$ cat src/char_lcd_text_writer_defines.svh
// Assertion macros for the character LCD text writer bus sequencer.
`ifndef CHAR_LCD_TEXT_WRITER_DEFINES_SVH
`define CHAR_LCD_TEXT_WRITER_DEFINES_SVH
`ifndef NO_ASSERTIONS
`define CLW_ASSERT_SAME(label, ante, cons) \
    label: assert property (@(posedge clk) disable iff (!rst_n) (ante) |-> (cons)) \
        else $error("clw same-cycle check failed");
`define CLW_ASSERT_NEXT(label, ante, cons) \
    label: assert property (@(posedge clk) disable iff (!rst_n) (ante) |=> (cons)) \
        else $error("clw next-cycle check failed");
`else
`define CLW_ASSERT_SAME(label, ante, cons)
`define CLW_ASSERT_NEXT(label, ante, cons)
`endif
`endif

$ cat src/clw_pkg.sv
// Types, codes and topology tables for the character LCD text writer.
`timescale 1ns / 1ps
package clw_pkg;

    typedef enum logic [1:0] {
        OP_PRINT      = 2'd0,
        OP_SET_CURSOR = 2'd1,
        OP_HOME       = 2'd2,
        OP_CLEAR      = 2'd3
    } op_t;

    localparam logic [7:0] CH_NULL      = 8'h00;
    localparam logic [7:0] CH_BACKSPACE = 8'h08;
    localparam logic [7:0] CH_NEWLINE   = 8'h0A;
    localparam logic [7:0] CH_RETURN    = 8'h0D;

    localparam logic [7:0] DDRAM_SET = 8'h80;
    localparam logic [7:0] CMD_HOME  = 8'h02;
    localparam logic [7:0] CMD_CLEAR = 8'h01;

    localparam logic [2:0] TOPOLOGY_RESET = 3'd4;

    localparam logic [2:0] REG_TOPOLOGY  = 3'd0;
    localparam logic [2:0] REG_BACKLIGHT = 3'd4;

    typedef struct packed {
        logic [1:0] opcode;
        logic [7:0] char_code;
        logic [7:0] target_column;
        logic [7:0] target_row;
    } clw_in_t;

    typedef struct packed {
        logic [7:0] bus_byte;
        logic       last;
        logic [6:0] cursor_position;
    } clw_out_t;

    // One queued job: one or two LCD bytes plus the cursor position to report
    typedef struct packed {
        logic       two_bytes;
        logic [7:0] cmd_byte;
        logic [7:0] data_byte;
        logic [6:0] cursor_position;
    } clw_job_t;

    function automatic logic [5:0] topo_cols(input logic [2:0] t);
        case (t)
            3'd0:    topo_cols = 6'd40;
            3'd1:    topo_cols = 6'd20;
            3'd2:    topo_cols = 6'd20;
            3'd7:    topo_cols = 6'd8;
            default: topo_cols = 6'd16;
        endcase
    endfunction

    function automatic logic [2:0] topo_rows(input logic [2:0] t);
        case (t)
            3'd1:    topo_rows = 3'd4;
            3'd3:    topo_rows = 3'd4;
            3'd5:    topo_rows = 3'd1;
            3'd6:    topo_rows = 3'd1;
            default: topo_rows = 3'd2;
        endcase
    endfunction

    function automatic logic [7:0] row_base(input logic [2:0] t, input logic [1:0] r);
        logic [7:0] base;
        base = 8'h00;
        case (t)
            3'd1:
            begin
                case (r)
                    2'd1:    base = 8'h40;
                    2'd2:    base = 8'h14;
                    2'd3:    base = 8'h54;
                    default: base = 8'h00;
                endcase
            end
            3'd3:
            begin
                case (r)
                    2'd1:    base = 8'h40;
                    2'd2:    base = 8'h10;
                    2'd3:    base = 8'h50;
                    default: base = 8'h00;
                endcase
            end
            3'd6:    base = 8'h00;
            3'd7:    base = (r[0]) ? 8'h40 : 8'h00;
            default: base = (r == 2'd1) ? 8'h40 : 8'h00;
        endcase
        return base;
    endfunction

    // Column after increment, wrapped at the column count; x is at most 64
    function automatic logic [5:0] col_wrap(input logic [6:0] x, input logic [5:0] cols);
        logic [6:0] r;
        r = x;
        case (cols)
            6'd40:
            begin
                if (x >= 7'd40)
                    r = x - 7'd40;
            end
            6'd20:
            begin
                if (x >= 7'd60)
                    r = x - 7'd60;
                else if (x >= 7'd40)
                    r = x - 7'd40;
                else if (x >= 7'd20)
                    r = x - 7'd20;
            end
            6'd16:   r = x & 7'd15;
            6'd8:    r = x & 7'd7;
            default: r = x;
        endcase
        return r[5:0];
    endfunction

endpackage

$ cat src/char_lcd_text_writer.sv
// Top level of the character LCD text writer: config registers and the three stages.
// Usage:
//   in_valid/in_stall/in_data carry one command beat (print, set cursor, home, clear).
//   out_valid/out_stall/out_data carry expander beats: bus_byte, last, cursor_position.
//   A beat moves on a rising edge where valid is high and stall is low.
//   A printable character gives 12 beats (DDRAM address, then data); set cursor,
//   home and clear give 6; null gives none, and newline, return and backspace give
//   none and only move the cursor. The last beat of each command has last set.
// Path: a taken command is queued; its first beat is then registered onto out_valid.
// Throughput: one beat per cycle while out_stall is low, set by the bus sequencer;
//   the decoder takes new commands while the sequencer works, until the queue
//   holds QUEUE_DEPTH jobs, counting the one being sequenced.
// Reset: cursor goes to 0,0, topology to 16x2, backlight off, queue and outputs empty.
// Stall: an out_stall holds the current beat; once the queue fills, in_stall rises.
// Config: APB, topology at 0x0, backlight_on at 0x4; write only while idle.
`timescale 1ns / 1ps
module char_lcd_text_writer #(
    parameter int QUEUE_DEPTH = 2
) (
    input  logic             clk,
    input  logic             rst_n,
    input  logic             psel,
    input  logic             penable,
    input  logic             pwrite,
    input  logic [2:0]       paddr,
    input  logic [31:0]      pwdata,
    output logic [31:0]      prdata,
    output logic             pready,
    input  logic             in_valid,
    output logic             in_stall,
    input  clw_pkg::clw_in_t in_data,
    output logic             out_valid,
    input  logic             out_stall,
    output clw_pkg::clw_out_t out_data
);
    import clw_pkg::*;

    logic [2:0] topology_reg;
    logic       backlight_reg;
    logic       cfg_write;
    logic       queue_full;
    logic       push;
    clw_job_t   push_job;
    logic       pop;
    logic       head_valid;
    clw_job_t   head_job;

    // Config port: always ready, decode on bit 2 of the byte address
    assign pready    = 1'b1;
    assign cfg_write = psel && penable && pwrite;

    always_ff @(posedge clk or negedge rst_n)
    begin
        if (!rst_n)
        begin
            topology_reg  <= TOPOLOGY_RESET;
            backlight_reg <= 1'b0;
        end
        else if (cfg_write)
        begin
            if ({paddr[2], 2'b00} == REG_BACKLIGHT)
                backlight_reg <= pwdata[0];
            else
                topology_reg <= pwdata[2:0];
        end
    end

    always_comb
    begin
        if ({paddr[2], 2'b00} == REG_BACKLIGHT)
            prdata = {31'd0, backlight_reg};
        else
            prdata = {29'd0, topology_reg};
    end

    // Decoder: update the cursor and queue the LCD bytes for each command
    clw_front u_front (
        .clk        (clk),
        .rst_n      (rst_n),
        .topology   (topology_reg),
        .in_valid   (in_valid),
        .in_stall   (in_stall),
        .in_data    (in_data),
        .queue_full (queue_full),
        .push       (push),
        .push_job   (push_job)
    );

    // Decouple the decoder from the slower bus sequencer
    clw_queue #(
        .DEPTH (QUEUE_DEPTH)
    ) u_queue (
        .clk        (clk),
        .rst_n      (rst_n),
        .push       (push),
        .push_job   (push_job),
        .full       (queue_full),
        .pop        (pop),
        .head_valid (head_valid),
        .head_job   (head_job)
    );

    // Sequencer: three writes per nibble, high nibble first, one beat per cycle unless out_stall holds it
    clw_back u_back (
        .clk          (clk),
        .rst_n        (rst_n),
        .backlight_on (backlight_reg),
        .head_valid   (head_valid),
        .head_job     (head_job),
        .pop          (pop),
        .out_valid    (out_valid),
        .out_stall    (out_stall),
        .out_data     (out_data)
    );

endmodule

$ cat src/clw_front.sv
// Command decoder: keeps the cursor and turns each command into an LCD byte job.
`timescale 1ns / 1ps
module clw_front (
    input  logic              clk,
    input  logic              rst_n,
    input  logic [2:0]        topology,
    input  logic              in_valid,
    output logic              in_stall,
    input  clw_pkg::clw_in_t  in_data,
    input  logic              queue_full,
    output logic              push,
    output clw_pkg::clw_job_t push_job
);
    import clw_pkg::*;

    logic [5:0] col_reg, col_next;
    logic [1:0] row_reg, row_next;
    logic       accept;
    logic [5:0] cols;
    logic [2:0] rows;
    logic [1:0] row_inc;
    logic [5:0] col_inc;
    logic [7:0] addr_old;
    logic [7:0] addr_new;
    logic [7:0] pos_full;
    logic       emits;

    assign in_stall = queue_full;
    assign accept   = in_valid && !in_stall;
    assign cols     = topo_cols(topology);
    assign rows     = topo_rows(topology);

    always_comb
    begin
        logic [2:0] row_plus;
        row_plus = {1'b0, row_reg} + 3'd1;
        row_inc  = 2'(row_plus & (rows - 3'd1));
        col_inc  = col_wrap({1'b0, col_reg} + 7'd1, cols);
        addr_old = DDRAM_SET | (row_base(topology, row_reg) + {2'b00, col_reg});
    end

    always_comb
    begin
        col_next = col_reg;
        row_next = row_reg;
        emits    = 1'b0;
        addr_new = DDRAM_SET;
        push_job.two_bytes = 1'b0;
        push_job.cmd_byte  = CMD_CLEAR;
        push_job.data_byte = in_data.char_code;
        case (in_data.opcode)
            OP_PRINT:
            begin
                if (in_data.char_code == CH_NEWLINE || in_data.char_code == CH_RETURN)
                begin
                    col_next = 6'd0;
                    row_next = row_inc;
                end
                else if (in_data.char_code == CH_BACKSPACE)
                begin
                    if (col_reg != 6'd0)
                        col_next = col_reg - 6'd1;
                end
                else if (in_data.char_code != CH_NULL)
                begin
                    emits = 1'b1;
                    push_job.two_bytes = 1'b1;
                    push_job.cmd_byte  = addr_old;
                    col_next = col_inc;
                    if (col_inc == 6'd0)
                        row_next = row_inc;
                end
            end
            OP_SET_CURSOR:
            begin
                emits = 1'b1;
                col_next = (in_data.target_column >= {2'b00, cols}) ? 6'd0
                                                                  : in_data.target_column[5:0];
                row_next = (in_data.target_row >= {5'b0, rows}) ? 2'd0
                                                              : in_data.target_row[1:0];
                addr_new = DDRAM_SET | (row_base(topology, row_next) + {2'b00, col_next});
                push_job.cmd_byte = addr_new;
            end
            OP_HOME:
            begin
                emits = 1'b1;
                col_next = 6'd0;
                row_next = 2'd0;
                push_job.cmd_byte = CMD_HOME;
            end
            OP_CLEAR:
            begin
                emits = 1'b1;
                push_job.cmd_byte = CMD_CLEAR;
            end
            default:
            begin
                emits = 1'b0;
            end
        endcase
        pos_full = {2'b00, col_next} + (8'(row_next) * 8'(cols));
        push_job.cursor_position = pos_full[6:0];
    end

    assign push = accept && emits;

    always_ff @(posedge clk or negedge rst_n)
    begin
        if (!rst_n)
        begin
            col_reg <= 6'd0;
            row_reg <= 2'd0;
        end
        else if (accept)
        begin
            col_reg <= col_next;
            row_reg <= row_next;
        end
    end

endmodule

$ cat src/clw_queue.sv
// Short FIFO of LCD byte jobs between the decoder and the bus sequencer.
`timescale 1ns / 1ps
module clw_queue #(
    parameter int DEPTH = 2
) (
    input  logic              clk,
    input  logic              rst_n,
    input  logic              push,
    input  clw_pkg::clw_job_t push_job,
    output logic              full,
    input  logic              pop,
    output logic              head_valid,
    output clw_pkg::clw_job_t head_job
);
    import clw_pkg::*;

    localparam int PTR_W = (DEPTH > 1) ? $clog2(DEPTH) : 1;
    localparam int CNT_W = $clog2(DEPTH + 1);

    clw_job_t           entries_reg [DEPTH];
    logic [PTR_W-1:0]   wr_ptr_reg, wr_ptr_next;
    logic [PTR_W-1:0]   rd_ptr_reg, rd_ptr_next;
    logic [CNT_W-1:0]   count_reg, count_next;

    assign full       = (count_reg == CNT_W'(DEPTH));
    assign head_valid = (count_reg != '0);
    assign head_job   = entries_reg[rd_ptr_reg];

    always_comb
    begin
        wr_ptr_next = wr_ptr_reg;
        rd_ptr_next = rd_ptr_reg;
        count_next  = count_reg;
        if (push)
            wr_ptr_next = (wr_ptr_reg == PTR_W'(DEPTH - 1)) ? '0 : wr_ptr_reg + 1'b1;
        if (pop)
            rd_ptr_next = (rd_ptr_reg == PTR_W'(DEPTH - 1)) ? '0 : rd_ptr_reg + 1'b1;
        if (push && !pop)
            count_next = count_reg + 1'b1;
        else if (pop && !push)
            count_next = count_reg - 1'b1;
    end

    always_ff @(posedge clk or negedge rst_n)
    begin
        if (!rst_n)
        begin
            wr_ptr_reg <= '0;
            rd_ptr_reg <= '0;
            count_reg  <= '0;
        end
        else
        begin
            wr_ptr_reg <= wr_ptr_next;
            rd_ptr_reg <= rd_ptr_next;
            count_reg  <= count_next;
        end
    end

    always_ff @(posedge clk)
    begin
        if (push)
            entries_reg[wr_ptr_reg] <= push_job;
    end

endmodule

$ cat src/clw_back.sv
// Bus sequencer: expands each LCD byte into six expander beats.
`timescale 1ns / 1ps
`include "char_lcd_text_writer_defines.svh"
module clw_back (
    input  logic              clk,
    input  logic              rst_n,
    input  logic              backlight_on,
    input  logic              head_valid,
    input  clw_pkg::clw_job_t head_job,
    output logic              pop,
    output logic              out_valid,
    input  logic              out_stall,
    output clw_pkg::clw_out_t out_data
);
    import clw_pkg::*;

    logic       byte_sel_reg, byte_sel_next;
    logic       nib_sel_reg, nib_sel_next;
    logic [1:0] phase_reg, phase_next;
    logic       valid_reg, valid_next;
    clw_out_t   data_reg;
    clw_out_t   beat;
    logic       advance;
    logic       fire;
    logic       final_beat;
    logic [7:0] cur_byte;
    logic [3:0] nibble;

    assign advance    = !valid_reg || !out_stall;
    assign fire       = head_valid && advance;
    assign final_beat = (phase_reg == 2'd2) && nib_sel_reg
                        && (byte_sel_reg || !head_job.two_bytes);
    assign pop        = fire && final_beat;

    assign cur_byte = byte_sel_reg ? head_job.data_byte : head_job.cmd_byte;
    assign nibble   = nib_sel_reg ? cur_byte[3:0] : cur_byte[7:4];

    always_comb
    begin
        beat.bus_byte        = {nibble, backlight_on, (phase_reg == 2'd1), 1'b0, byte_sel_reg};
        beat.last            = final_beat;
        beat.cursor_position = head_job.cursor_position;
    end

    always_comb
    begin
        byte_sel_next = byte_sel_reg;
        nib_sel_next  = nib_sel_reg;
        phase_next    = phase_reg;
        if (fire)
        begin
            if (phase_reg == 2'd2)
            begin
                phase_next = 2'd0;
                if (final_beat)
                begin
                    byte_sel_next = 1'b0;
                    nib_sel_next  = 1'b0;
                end
                else if (nib_sel_reg)
                begin
                    nib_sel_next  = 1'b0;
                    byte_sel_next = 1'b1;
                end
                else
                    nib_sel_next = 1'b1;
            end
            else
                phase_next = phase_reg + 2'd1;
        end
        if (fire)
            valid_next = 1'b1;
        else if (advance)
            valid_next = 1'b0;
        else
            valid_next = valid_reg;
    end

    always_ff @(posedge clk or negedge rst_n)
    begin
        if (!rst_n)
        begin
            byte_sel_reg <= 1'b0;
            nib_sel_reg  <= 1'b0;
            phase_reg    <= 2'd0;
            valid_reg    <= 1'b0;
        end
        else
        begin
            byte_sel_reg <= byte_sel_next;
            nib_sel_reg  <= nib_sel_next;
            phase_reg    <= phase_next;
            valid_reg    <= valid_next;
        end
    end

    always_ff @(posedge clk)
    begin
        if (fire)
            data_reg <= beat;
    end

    assign out_valid = valid_reg;
    assign out_data  = data_reg;

    `CLW_ASSERT_SAME(a_pop_needs_job, pop, head_valid)
    `CLW_ASSERT_SAME(a_last_has_en_low, valid_reg && data_reg.last, !data_reg.bus_byte[2])
    `CLW_ASSERT_NEXT(a_pop_restarts_seq, pop, phase_reg == 2'd0 && !nib_sel_reg && !byte_sel_reg)
    `CLW_ASSERT_NEXT(a_stall_holds_beat, valid_reg && out_stall, valid_reg && $stable(data_reg))

endmodule
$ cat config.mk
export PLATFORM = sky130hd
export DESIGN_NAME = char_lcd_text_writer
export DESIGN_NICKNAME = d
export VERILOG_FILES = /design/src/clw_pkg.sv /design/src/char_lcd_text_writer.sv /design/src/clw_front.sv /design/src/clw_queue.sv /design/src/clw_back.sv
export VERILOG_INCLUDE_DIRS = /design/src /design/src/src
export SDC_FILE = /design/constraint.sdc
export NUM_CORES = 1
export LEC_CHECK = 0
export CORE_ASPECT_RATIO = 0.8
export CORE_MARGIN = 2
export CORE_UTILIZATION = 63
export DETAILED_ROUTE_END_ITERATION = 7
export DONT_BUFFER_PORTS = 1
export PLACE_DENSITY_LB_ADDON = 0.2
export SYNTH_ARGS = -nofsm -noshare
export SYNTH_HDL_FRONTEND = slang
export SYNTH_SLANG_ARGS = --single-unit
$ cat constraint.sdc
create_clock -name clk -period 8.61 [get_ports clk]
set_clock_uncertainty 0.05 [all_clocks]
set_input_delay 0.4305 -clock clk [delete_from_list [all_inputs] [get_ports clk]]
set_output_delay 0.4305 -clock clk [all_outputs]
set_load 0.005 [all_outputs]
### Word level (Yosys, flattened, before mapping)

Memory sizes are Yosys's and may differ from the RTL's.
Cells that the tools add are included.

| storage, ports and cells | value |
|---|---|
| register bits | 36 |
| memory bits (writable) | 48 |
| input bits | 68 |
| word-level logic and storage cells | 154 |
| memories kept | 1 |

Memory list:

| memory | depth | width | read ports | clocked after memory_dff | wr ports | line | RTL |
|---|---|---|---|---|---|---|---|
| u_queue.entries_reg | 2 | 24 | 1 | 0 | 1 | clw_queue.sv:20 | `clw_job_t entries_reg [DEPTH];` |

| operators by class | value |
|---|---|
| add/sub/neg operators | 15 |
| multiply operators | 1 |
| order comparisons | 5 |
| equal/unequal tests | 25 |
| multiplexer cells | 55 |
| bitwise logic cells | 2 |
| reductions and logical operators | 36 |

Operator list:

| operator | number |
|---|---|
| case mux 7 bit (3 select lines) | 4 |
| case mux 7 bit (4 select lines) | 2 |
| 2-to-1 mux 6 bit | 9 |
| case mux 6 bit (3 select lines) | 2 |
| 2-to-1 mux 7 bit | 5 |
| case mux 8 bit (4 select lines) | 1 |
| 2-to-1 mux 9 bit | 3 |
| == test 8 x 4 -> 1 bit (second input constant) | 3 |
| case mux 6 bit (4 select lines) | 1 |
| == test 2 bit (second input constant) | 8 |
| 2-to-1 mux 2 bit | 8 |
| adder 7 x 6 -> 7 bit | 2 |
| greater-or-equal comparator 7 x 6 -> 1 bit (second input constant) | 2 |
| 2-to-1 mux 1 bit | 14 |
| == test 6 x 5 -> 1 bit (second input constant) | 2 |
| subtractor 6 bit (second input constant) | 2 |
| logical AND 1 bit | 10 |
| == test 3 bit (second input constant) | 3 |
| == test 2 x 1 -> 1 bit (second input constant) | 4 |
| greater-or-equal comparator 8 x 3 -> 1 bit | 1 |
| greater-or-equal comparator 8 x 6 -> 1 bit | 1 |
| 2-to-1 mux 8 bit | 1 |
| nonzero test 2 bit | 4 |
| nonzero test 8 bit | 1 |
| other kinds (30) | 46 |

### Depth between registers and ports, before layout

Gate-level depths: netlist of the first run.

| depth | value |
|---|---|
| depth in word-level cells | 14 |
| gate-level depth with buffers | 22 |

### Cells and area by module

From an unflattened synthesis of the first run, not the netlist that was laid out.

| unflattened totals | value |
|---|---|
| cell total of the unflattened synthesis | 548 |
| area, all modules | 5945.7 sq um |

Modules (own cells, without submodules):

| module | times used | cells each | area an instance (sq um) | seq. area each (sq um) |
|---|---|---|---|---|
| clw_front | 1 | 368 | 2665.1 | 200.2 |
| clw_queue | 1 | 91 | 2023.2 | 1541.5 |
| clw_back | 1 | 44 | 808.3 | 575.6 |
| char_lcd_text_writer | 1 | 45 | 449.2 | 101.3 |

### Worst setup path before layout of the first run

No wires, ideal clock.

| path | value |
|---|---|
| path kind | register to register |
| start | register u_front.col_reg[1] |
| end | memory u_queue.entries_reg[0][6] in the netlist's numbering (data pin) |
| arrival time | 4.824 ns |
| path slack | 3.472 ns |
| stages on the path, launching flop included | 23 |
| path through | dfrtp_1 -> ha_1 -> buf_2 -> and3_1 -> xnor2_1 -> inv_1 -> ha_1 -> inv_1 -> o41a_1 -> nand4_1 -> a221oi_2 -> a2111oi_2 -> nor4_2 -> a31oi_2 -> or4_4 -> a21o_1 -> fa_1 -> inv_1 -> ha_1 -> a21o_1 -> a21oi_1 -> xnor2_1 -> xnor2_1 |

RTL lines:

| element | line | RTL |
|---|---|---|
| from (decl) | clw_front.sv:16 | `logic [5:0] col_reg, col_next;` |
| from (signal assigned) | clw_front.sv:116 | `col_reg <= col_next;` |
| to (decl) | clw_queue.sv:20 |  |

==> impl_metrics.tcl, run 1 <==
set metrics [dict create \
    synth_area_leaders "edfxtp_1, dfrtp_1, ha_1, mux2_2, buf_4" \
    clk_path_buf_depth 2 \
    grt_antenna_before_repair 0 \
    fin_crit_sh 0.694 \
    cp-end-kind "register" \
    portBuffers 0 \
    min_period_ns 5.97 \
    wl_per_cell_um 19.5 \
    cts_made_buffers 9 \
    grt_max_degree 25 \
    fmax_mhz 167 \
    area_growth_pct 3.26 \
    cp_top_family "adder cells" \
    worst_slew_pin_slew_ns 1.11 \
    cellPowerDensity_mw_per_mm2 272 \
    avgSynthCellArea_um2 11.1 \
    initial_core_util 0.648 \
    p_leak_nw 2.30 \
    row_count 30 \
    yosysTopAreaCellShare 0.344 \
    nFillCells 654 \
    critPathMaxFanout 10 \
    crit_path_start "u_front.col_reg[1]" \
    design_area_mm2 0.00567 \
    tns_ns 0 \
    layout_setup_ws_ns 2.64 \
    drtIter0Drc 322 \
    r2r_end "u_queue.entries_reg[1][6]" \
    async_flop_share 0.250 \
    cp_cell_sequence "ha_1 > and3_1 > xnor2_1 > inv_1 > ha_1 > inv_1 > o41a_1 > nand4_1 > a221oi_2 > a2111oi_2 > nor4_2 > a31oi_2 > or4_4 > a21o_1 > fa_1 > inv_1 > ha_1 > a21o_1 > a21oi_1 > xnor2_1 > xnor2_1" \
    start_kind "register" \
    ys_top_cells_by_count "edfxtp_1, nand2_1, buf_4" \
    dieWidth_um 108 \
    instances_no_fill 607 \
    hold_class "primary input to register" \
    seq_area_mm2 0.00242 \
    reg2reg_depth 21 \
    dr.pass1.iters 7 \
    dieArea_mm2 0.00949 \
    dp.cells 589 \
    post-place-ws_ns 2.73 \
    rsz0062_at_grt "false" \
    setup_viol 0 \
    r2r_slack_ns 2.64 \
    diodes 0 \
    worst-path-buf-inv 3 \
    clk_pin_slew_ns 0.09 \
    seq_area_frac_synth 0.440 \
    yosysMostFrequentCell "edfxtp_1" \
    max-slew-margin-rel 0.260 \
    crit_slowest_cell "dfrtp_1" \
    io-pin-count 119 \
    vias_per_cell 6.18 \
    grt_pass1_vias 3498 \
    h-tree-depth 3 \
    worstSetupPathType "register to register" \
    arrival_ns 6.02 \
    ys.flop_type "edfxtp_1" \
    max_cap_viol_count 0 \
    yosys_warnings 0 \
    synth_edf_count 63 \
    cp.depth 21 \
    ir_drop_mv 0.152 \
    multiInputGateArea_mm2 0.00274 \
    drive_above_1_share 0.149 \
    synth_area_mm2 0.00550 \
    ys_ff_latch 84 \
    detail-route-antenna-nets 0 \
    place_congestion 0.911 \
    nNetsFinal 592 \
    track_usage 0.258 \
    report.final.hold_viol_count 0 \
    slew_violations 0 \
    die_h_um 87.5 \
    largest_register_ff_count 48 \
    worstSetupEndpoint "u_queue.entries_reg[1][6]" \
    grt_pass1_wl_mm 18.2 \
    synth_area_leader_cell "edfxtp_1" \
    globalRouteOverflowTotal 0 \
    wirelength_mm 11.8 \
    dp_hpwl_mm 8.82 \
    status "complete, no violations" \
    dpl_cell_area_mm2 0.00542 \
    clk_latency_ns 0.37 \
    cts_resized 0 \
    cts-root-buf "clkbuf_8" \
    cp.required_ns 8.66 \
    synthCells 496 \
    hold_path.startpoint "in_data[22]" \
    core_mm2 0.00848 \
    yosysUniqueCellTypes 75 \
    drc 0 \
    r2r-start "u_front.col_reg[1]" \
    crit_path_max_incr_delay_ns 0.57 \
    cts_tree "yes" \
    num_vias 3751 \
    cts_sinks 84 \
]
layout by cell type (no fill, tap or decap), drive strengths merged, types with 4 or more instances in the layout:
master / count
nor2b: 7
dfrtp: 20
nand2b: 5
nor2: 27
xor2: 9
inv: 32
o31ai: 5
clkbuf: 9
or4: 4
ha: 30
nand2: 44
o211ai: 5
fa: 4
nor4: 4
nor3: 7
a21o: 9
o21ai: 17
mux2: 26
a21oi: 23
and3: 4
a211oi: 4
edfxtp: 63
nand3: 11
o22ai: 4
xnor2: 15
a31oi: 4
conb: 31
mux4: 8
nand4: 4
and2: 6
worst min path at each step:
| stage | slack [ns] | cells after the start | end |
|---|---|---|---|
| 5_1_grt | 0.07 | 0 | u_queue.entries_reg[0][11] |
| 3_5_place_dp | 0.09 | 0 | topology_reg[0] |
| 6_report | 0.1 | 0 | u_queue.entries_reg[1][13] |
| 2_1_floorplan | 0.08 | 0 | backlight_reg |
| 4_1_cts | 0.08 | 0 | u_queue.entries_reg[1][13] |
| 3_3_place_gp | 0.09 | 0 | topology_reg[0] |
routing by layer:
layer,share of wire,global-route usage,vias up
met1,0.45,0.360,1809
met4,0.017,0.0676,0
met5,0,0,-
li1,-,-,1756
met3,0.080,0.0833,19
met2,0.45,0.397,167
area by class of cell:
class                           instances  area share
Clock buffer                            9      0.0218
Clock inverter                          7      0.0185
Inverter                               28      0.0185
Multi-Input combinational cell        363       0.482
Sequential cell                        84       0.426
Tap cell                              112      0.0247
Timing Repair Buffer                    4     0.00794
logic make-up (layout without fill, tap and decap cells):
logic type               after synthesis  in the layout  share of synthesized area
AO/OA/AOI/OAI                        100            100                      0.129
XOR/XNOR                              24             24                     0.0383
adder cells (fa/ha/maj)               34             34                     0.0829
buffers and inverters                 78             48                     0.0822
flip-flops                            84             84                      0.440
multiplexers                          37             37                     0.0915
other                                  2             31                    0.00137
AND/OR/NAND/NOR                      137            137                      0.135
worst register-to-register path, cell delays in order (launching register included):
cell	delay, ns
dfrtp_1	0.57
ha_1	0.41
and3_1	0.26
xnor2_1	0.18
inv_1	0.16
ha_1	0.25
inv_1	0.07
o41a_1	0.18
nand4_1	0.24
a221oi_2	0.33
a2111oi_2	0.11
nor4_2	0.41
a31oi_2	0.25
or4_4	0.50
a21o_1	0.19
fa_1	0.57
inv_1	0.07
ha_1	0.30
a21o_1	0.18
a21oi_1	0.16
xnor2_1	0.15
xnor2_1	0.12
per-stage QoR:
stage / total power [mW] / utilization / hold WS, ns
6_report: 1.54 / 0.669 / 0.0976
5_1_grt: 1.64 / 0.669 / 0.0702
4_1_cts: 1.55 / 0.669 / 0.0828
3_5_place_dp: 1.22 / 0.638 / 0.0856
3_3_place_gp: 1.20 / 0.638 / 0.0854
2_1_floorplan: 1.11 / - / 0.0849
where the power goes:
group          switching, mW  total [mW]  internal (mW)
clock                  0.151       0.319          0.168
sequential             0.121       0.721          0.600
combinational          0.280       0.505          0.225
repair_timing:
item	4_1_cts	5_1_grt
hold buffers	2	0
endpoints found under the setup margin	0	0
buffers inserted	0	0
hold endpoints to repair	21	0
No activity file was read; power rests on OpenSTA's default activity.
==> inputs of run 2 (changes only) <==
clock period = 5.75 ns   (was 8.61 ns; I/O delays follow)
==> run 2 against run 1 <==
Register-to-register slack worse by 2.3 ns. Setup slack got worse by 2.3 ns. Critical endpoint is now u_queue.entries_reg[0][6]. Sequential power grew 47%. Combinational power increased by 65%. Hold slack lost 0.056 ns. Critical path type unchanged. Sequential cell count unchanged. Wire length increased by 7.7%. Final cell count rose by 3.1%. Total power is 54% higher.
==> impl_metrics.tcl, run 2 (synthesized netlist as in run 1, its figures left out) <==
set metrics [dict create \
    min_period_ns 5.41 \
    crit_path_max_incr_delay_ns 0.58 \
    cp.required_ns 5.78 \
    vias_per_cell 6.20 \
    cp_top_family "compound AO/OA/AOI/OAI gates" \
    dr.pass1.iters 5 \
    track_usage 0.279 \
    globalRouteOverflowTotal 0 \
    cts_made_buffers 9 \
    dp_hpwl_mm 9.44 \
    p_leak_nw 2.39 \
    critPathMaxFanout 7 \
    post_cts_buffers 0 \
    setup_viol 0 \
    start_kind "register" \
    initial_core_util 0.648 \
    dieWidth_um 108 \
    grt_antenna_before_repair 0 \
    max_cap_viol_count 0 \
    hold_class "primary input to register" \
    crit_slowest_cell "fa_1" \
    dieArea_mm2 0.00949 \
    portBuffers 0 \
    core_mm2 0.00848 \
    holdPathStages 1 \
    cts-root-buf "clkbuf_8" \
    cp-end-kind "register" \
    cp.depth 21 \
    fmax_mhz 185 \
    multiInputGateArea_mm2 0.00278 \
    grt_pass1_wl_mm 19.7 \
    max-slew-margin-rel 0.233 \
    grt_max_degree 25 \
    wirelength_mm 12.7 \
    cellPowerDensity_mw_per_mm2 405 \
    arrival_ns 5.44 \
    drive_above_1_share 0.163 \
    num_vias 3884 \
    report.final.hold_viol_count 0 \
    rsz0062_at_grt "false" \
    ir_drop_mv 0.285 \
    tns_ns 0 \
    worst_slew_pin_slew_ns 1.15 \
    dp.cells 600 \
    final_cell_mix "edfxtp_1, nand2_1, conb_1" \
    worstSetupPathType "register to register" \
    cp_cell_sequence "ha_1 > and3_1 > xnor2_2 > inv_1 > ha_1 > inv_1 > o41a_1 > nand4_1 > a221oi_2 > a2111oi_4 > nor4_4 > a31oi_4 > or4_4 > a21o_1 > fa_1 > inv_1 > ha_1 > a21o_1 > a21oi_1 > xnor2_1 > xnor2_1" \
    clk_latency_ns 0.35 \
    largest_register_ff_count 48 \
    detail-route-antenna-nets 0 \
    area_growth_pct 7.10 \
    clk_path_buf_depth 2 \
    final_common_cell "edfxtp_1" \
    status "complete, no violations" \
    reg2reg_depth 21 \
    slew_violations 0 \
    seq_area_mm2 0.00242 \
    io-pin-count 119 \
    drc 0 \
    drtIter0Drc 371 \
    cts_sinks 84 \
    clk_pin_slew_ns 0.08 \
    die_h_um 87.5 \
    worst-path-buf-inv 3 \
    h-tree-depth 3 \
    grt_pass1_vias 3838 \
    instances_no_fill 626 \
    fin_crit_sh 0.940 \
    wl_per_cell_um 20.3 \
    diodes 0 \
    row_count 30 \
    place_congestion 0.928 \
    nNetsFinal 611 \
    cts_tree "yes" \
    nFillCells 671 \
]
[run 2: final timing paths]
check	start	to	slack [ns]
max	u_front.col_reg[0]	u_queue.entries_reg[0][6]	0.34
min	pwdata[0]	topology_reg[0]	0.04
max reg2reg	u_front.col_reg[0]	u_queue.entries_reg[0][6]	0.34
min reg2reg	backlight_reg	u_back.out_data[11]	0.44
max in group asynchronous	rst_n	topology_reg[2]	5.06
min in group asynchronous	rst_n	u_front.col_reg[4]	0.37
[run 2: through the flow]
stage          total power [mW]  utilization  hold slack, ns  setup WS (ns)  instance area, um2
3_3_place_gp               1.82        0.648         -0.0576          0.376                5500
2_1_floorplan              1.66            -         -0.0581          0.612                5600
6_report                   2.38        0.694          0.0416          0.345                5890
4_1_cts                    2.38        0.689          0.0266          0.163                5850
5_1_grt                    2.52        0.694          0.0259         0.0699                5890
3_5_place_dp               1.87        0.648         -0.0575          0.233                5500
[run 2: layout make-up]
cell class	count	share of cell area
multi-input cells	363	0.472
repair buffers	23	0.0353
clock inverters	7	0.0196
inverters	28	0.0179
clock buffers	9	0.0210
well taps	112	0.0238
flip-flops and latches	84	0.411
[run 2: repair_timing]
action	CTS	global route
resized for setup	0	5
setup endpoints to repair	0	2
hold buffers	10	0
hold endpoints to repair	37	0
[run 2: power by group]
group / internal (mW) / total, mW / switching [mW] / leakage [nW]
clock network: 0.287 / 0.490 / 0.203 / 0.118
logic: 0.366 / 0.833 / 0.467 / 1.41
registers: 0.899 / 1.06 / 0.159 / 0.862
[run 2: per-layer routing]
layer | vias to the layer above | global-route usage | part of all wire
li1 | 1793 | - | -
met1 | 1890 | 0.378 | 0.42
met2 | 177 | 0.449 | 0.48
met3 | 24 | 0.0692 | 0.077
met4 | 0 | 0.0897 | 0.021
met5 | - | 0 | 0
